`src/rtl/core/mts_pkg.sv`:
```
`timescale 1ns / 1ps
// Package for the minimum tracking stack: data types, request and status codes,
// the empty-stack constants and the shift control struct shared by the cell chain.
// No dependencies.
package mts_pkg;

    localparam int DATA_W = 32;
    localparam int DEPTH_OUT_W = 8;
    localparam int STACK_DEPTH_DEF = 128;

    typedef logic signed [DATA_W-1:0] word_t;

    localparam word_t EMPTY_TOP = -32'sd1;
    localparam word_t EMPTY_MIN = 32'sd100000;

    typedef enum logic [1:0] {
        REQ_PUSH = 2'd0,
        REQ_POP  = 2'd1,
        REQ_READ = 2'd2
    } req_t;

    typedef enum logic [1:0] {
        ST_DONE  = 2'd0,
        ST_FULL  = 2'd1,
        ST_EMPTY = 2'd2
    } status_t;

    typedef struct packed {
        logic push;
        logic pop;
    } shift_ctrl_t;

endpackage

```
`src/rtl/core/mts_cell.sv`:
```
`timescale 1ns / 1ps
// One stack cell: holds a single entry and takes the entry of a neighbor on a shift.
// Depends on mts_pkg.
module mts_cell (
    input  logic                clk,
    input  mts_pkg::shift_ctrl_t ctrl,
    input  mts_pkg::word_t      from_above,
    input  mts_pkg::word_t      from_below,
    output mts_pkg::word_t      q
);
    import mts_pkg::*;

    word_t data_reg;
    word_t data_next;

    always_comb
    begin
        if (ctrl.push)
        begin
            data_next = from_above;
        end
        else if (ctrl.pop)
        begin
            data_next = from_below;
        end
        else
        begin
            data_next = data_reg;
        end
    end

    always_ff @(posedge clk)
    begin
        data_reg <= data_next;
    end

    assign q = data_reg;

endmodule

```
`src/rtl/core/mts_chain.sv`:
```
`timescale 1ns / 1ps
// A row of stack cells with the top entry in cell zero; a push shifts every entry one
// cell down and a pop one cell up. Depends on mts_pkg and mts_cell.
module mts_chain #(
    parameter int STACK_DEPTH = mts_pkg::STACK_DEPTH_DEF
) (
    input  logic                 clk,
    input  mts_pkg::shift_ctrl_t ctrl,
    input  mts_pkg::word_t       push_data,
    output mts_pkg::word_t       top_q,
    output mts_pkg::word_t       second_q
);
    import mts_pkg::*;

    word_t cell_q [STACK_DEPTH];

    genvar i;
    generate
        for (i = 0; i < STACK_DEPTH; i++)
        begin : g_cell
            word_t above;
            word_t below;
            if (i == 0)
            begin : g_first
                assign above = push_data;
            end
            else
            begin : g_inner_above
                assign above = cell_q[i-1];
            end
            if (i == STACK_DEPTH - 1)
            begin : g_last
                assign below = '0;
            end
            else
            begin : g_inner_below
                assign below = cell_q[i+1];
            end
            mts_cell u_cell (
                .clk        (clk),
                .ctrl       (ctrl),
                .from_above (above),
                .from_below (below),
                .q          (cell_q[i])
            );
        end
    endgenerate

    assign top_q    = cell_q[0];
    assign second_q = cell_q[1];

endmodule

```
`config.mk`:
```
export PLATFORM = sky130hd
export DESIGN_NAME = mts_chain
export DESIGN_NICKNAME = d
export VERILOG_FILES = /design/src/rtl/core/mts_pkg.sv /design/src/rtl/core/mts_cell.sv /design/src/rtl/core/mts_chain.sv
export SDC_FILE = /design/constraint.sdc
export NUM_CORES = 2
export LEC_CHECK = 0
export ABC_CLOCK_PERIOD_IN_PS = 72300
export BUFFER_PORTS_ARGS = -buffer_cell sky130_fd_sc_hd__buf_2
export CORE_UTILIZATION = 40
export CTS_BUF_LIST = sky130_fd_sc_hd__clkbuf_2 sky130_fd_sc_hd__clkbuf_4 sky130_fd_sc_hd__clkbuf_8
export DETAILED_ROUTE_END_ITERATION = 16
export HOLD_SLACK_MARGIN = 0.1
export PLACE_DENSITY = 0.59
export SLEW_MARGIN = 20
export SYNTH_ARGS = -nofsm -noshare
export SYNTH_HDL_FRONTEND = slang
export SYNTH_SLANG_ARGS = --single-unit
```
`constraint.sdc`:
```
create_clock -name clk -period 72.3 [get_ports clk]
set_input_delay 14.46 -clock clk [delete_from_list [all_inputs] [get_ports clk]]
set_output_delay 14.46 -clock clk [all_outputs]
set_load 0.05 [all_outputs]
```
Word-level counts from Yosys, hierarchy flattened
Index checks and enable logic that the tools add are counted.

Register bits: 4096. Input bits: 35. Output and inout bits: 64.

Muxes and demuxes: 256. Reductions and logical operators: 1.

Operators by type and width (count): 32-bit 2-to-1 mux (256); 2-bit nonzero test (1).

Logic depth before layout (Yosys ltp)
Word-level depth: 2. Mapped depth: 5. Mapped depth without buffers: 1.

Cells and area by module
Synthesis repeated with hierarchy kept, for this count alone.

Cell total of the unflattened synthesis: 8833. Area total of the unflattened synthesis: 192988.8 um^2.

By module, submodules not included: mts_cell (times used 128, cells an instance 69, area an instance 1507.7 um^2); mts_chain (times used 1, cells an instance 1, area an instance 3.8 um^2).

Least setup slack after synthesis
No wires, ideal clock.

Path kind: input port to flip-flop. From: input port ctrl[1] in the netlist's numbering. To: register g_cell[0].u_cell.data_reg[0] (enable). Data arrival time: 63.176 ns. Path slack: 6.273 ns. Stages: 5. Buffers on the path: 4. Cells stage by stage: buf_2 > buf_4 > buf_6 > buf_6 > or2_2.

Longest elaborated chain between the ends: 1.

Ends and longest elaborated chain: start, declared (line mts_chain.sv:8) `input mts_pkg::shift_ctrl_t ctrl,`; 2-bit nonzero test (no line); end signal, assigned (line mts_cell.sv:34) `data_reg <= data_next;`; end, declared (line mts_cell.sv:13) `word_t data_reg;`.

No other way between the ends. A chain may end at the register's enable or synchronous reset.

Worst setup path in the final report
From: input port ctrl[1] in the netlist's numbering. To: register g_cell[44].u_cell.data_reg[16] (enable).

Longest elaborated chain between the ends: 1.

Ends and longest elaborated chain (line): 2-bit nonzero test (no line); end signal, assigned (mts_cell.sv:34); end, declared (mts_cell.sv:13).

No other way between the ends.

==> impl_metrics.env <==
export IMPL_status="finished clean"
export IMPL_numClockSinks=4096
export IMPL_io_pins=99
export IMPL_worstRegToRegCells=1
export IMPL_grt_antenna_before_repair=4
export IMPL_grt_pass1_wl_um=403800
export IMPL_synth_edff_count=4096
export IMPL_cts_buffer_depth=4
export IMPL_die_h_um=659.4
export IMPL_start_kind="primary input"
export IMPL_first_pass_iters=5
export IMPL_routed_wl_um=239600
export IMPL_postSynthCellCount=8648
export IMPL_yosysSeqAreaShare_pct=71.16
export IMPL_crit_chain="buf_12, or2_4, buf_4, buf_4, buf_4, buf_4, buf_4, buf_4, buf_4, buf_4"
export IMPL_cp_arrival_ps=22440
export IMPL_synth_top_cells_by_count="edfxtp_1 (4096), mux2_2 (4064), buf_6 (255)"
export IMPL_worst_pin_slew_ps=1197
export IMPL_synth_nets=8683
export IMPL_grt_pass1_vias=78764
export IMPL_synth_top_cell_by_area="edfxtp_1"
export IMPL_dieWidth_um=659.4
export IMPL_power_mw=5.897
export IMPL_finish_utilization_pct=44.17
export IMPL_yosysUniqueCellTypes=7
export IMPL_root_buffer="clkbuf_8"
export IMPL_cts_buffers=670
export IMPL_r2r_slack_ps=71000
export IMPL_synth_warnings=0
export IMPL_critPathMaxStageDelay_ps=930
export IMPL_hold_violations=0
export IMPL_fmax_ghz=0.04608
export IMPL_drt_initial_drc_count=5125
export IMPL_p_leak_nw=65.77
export IMPL_die_area_um2=434700
export IMPL_finalClockSkew_ps=118.5
export IMPL_finalWeightedCongestion=0.6848
export IMPL_yosysMostFrequentCell="edfxtp_1"
export IMPL_hold_class="flip-flop to flip-flop"
export IMPL_syn_to_final_growth_pct=10.04
export IMPL_numPortBuffers=98
export IMPL_cp_required_ps=73040
export IMPL_h_tree_depth=6
export IMPL_critical_path_slowest_cell="buf_4"
export IMPL_ys_ff_latch=4096
export IMPL_vias=74269
export IMPL_grt_overflow_total=0
export IMPL_crit_type="primary input to flip-flop"
export IMPL_largest_reg_flops=4096
export IMPL_fill_cells=36732
export IMPL_holdPathStages=1
export IMPL_crit_path_end_kind="flip-flop"
export IMPL_initial_core_util_pct=40.14
export IMPL_max_slew_margin_pct=20.18
export IMPL_cts_tree="built"
export IMPL_finalNonFillerCells=15269
export IMPL_path_max_fanout=85
export IMPL_finalSetupViolations=0
export IMPL_synth_area_per_cell_um2=19.99
export IMPL_cts_resized=0
export IMPL_core_area_um2=430600
export IMPL_period_share_pct=30.02
export IMPL_cp_common_cell="buf_4"
export IMPL_nNetsFinal=9086
export IMPL_power_density_nw_per_um2=31.01
export IMPL_rsz0062_at_grt="false"
export IMPL_drt_vias_per_instance=4.864
export IMPL_drive_gt1_share_pct=55.10
export IMPL_yosys_top_cells_area="edfxtp_1 (71%), mux2_2 (26%), buf_6 (1.7%)"
export IMPL_post_place_cells=14087
export IMPL_wl_per_cell_um=15.69
export IMPL_postCtsHoldBufs=0
export IMPL_drv_slew=0
export IMPL_synth_top_area_share_pct=71.16
export IMPL_tns_ps=0
export IMPL_grt_use_total_pct=10.69
export IMPL_grt_max_degree=221
export IMPL_synth_async_sr_flop_share_pct=0
export IMPL_rows=241
export IMPL_syn_area_um2=172800
export IMPL_cap_violations=0
export IMPL_finalCriticalPeriod_ps=21700
export IMPL_clkTransAtPathRegs_ps=60
export IMPL_final_antenna_net_count=0
export IMPL_drc=0
export IMPL_dp_hpwl_um=132300
export IMPL_synth_main_ff_cell="edfxtp_1"
export IMPL_clk_latency_ps=1190
export IMPL_post_cts_setup_buffer_count=0
export IMPL_ir_drop_mv=0.01786
==> cells in the final DEF, fill, tap and decap left out, drive strengths merged <==
cell type  Yosys  final
mux2        4064   4064
clkbuf         0    922
or2            1      1
buf          455    186
inv            0     32
edfxtp      4096   4096
clkinv         0    207
and2          32     32
bufinv         0      6
diode          0      3
clkinvlp       0     10
==> power by group <==
| part | switching [mW] | internal [mW] |
|---|---|---|
| combinational | 0.216 | 0.367 |
| sequential | 0.214 | 3.18 |
| clock | 0.893 | 1.02 |
==> per-stage QoR <==
stage                     hold WS [ps]  setup slack [ps]  instance area, um2
final                            467.2             50600              190200
after detailed placement         532.9             49250              177400
after CTS                        473.2             50620              190100
after global placement           535.1             49880              177400
after floorplan                  524.7              6273              172800
after global routing             501.6             50000              190200
==> routing by layer <==
metal	wire length (um)	global-route usage [%]	share of wire (%)
met1	112700	14.74	47
met2	110900	16.73	46
met3	9051	2.200	3.8
met4	7018	3.928	2.9
met5	0	0	0
==> area by class of cell <==
class | instances | area (um2) | area share, %
diodes | 3 | 7.507 | 0.003947
clock buffers | 922 | 11160 | 5.866
clock inverters | 255 | 1505 | 0.7914
multi-input cells | 4097 | 45970 | 24.17
flip-flops and latches | 4096 | 123000 | 64.67
well taps | 5710 | 7144 | 3.756
repair buffers | 186 | 1414 | 0.7434
==> critical path: cells and delay by family <==
family / cells / cell delay [ps]
buffers and inverters: 9 / 6790
and+or+nand+nor: 1 / 760
==> path summary, 6_finish.rpt <==
kind | from | to
setup / recovery | ctrl[1] | g_cell[44].u_cell.q[16]
hold / removal | g_cell[100].u_cell.q[12] | g_cell[101].u_cell.q[12]
setup reg to reg | g_cell[1].u_cell.q[18] | g_cell[0].u_cell.q[18]
hold reg to reg | g_cell[100].u_cell.q[12] | g_cell[101].u_cell.q[12]
==> logic make-up (layout without fill, tap and decap cells) <==
logic type | after synthesis | count (layout) | synth area share, %
buffers and inverters | 455 | 1363 | 2.242
DFF | 4096 | 4096 | 71.16
muxes | 4064 | 4064 | 26.48
other | 0 | 3 | 0
and+or+nand+nor | 33 | 33 | 0.1194
Note: power is estimated with default switching activity, not from simulation.
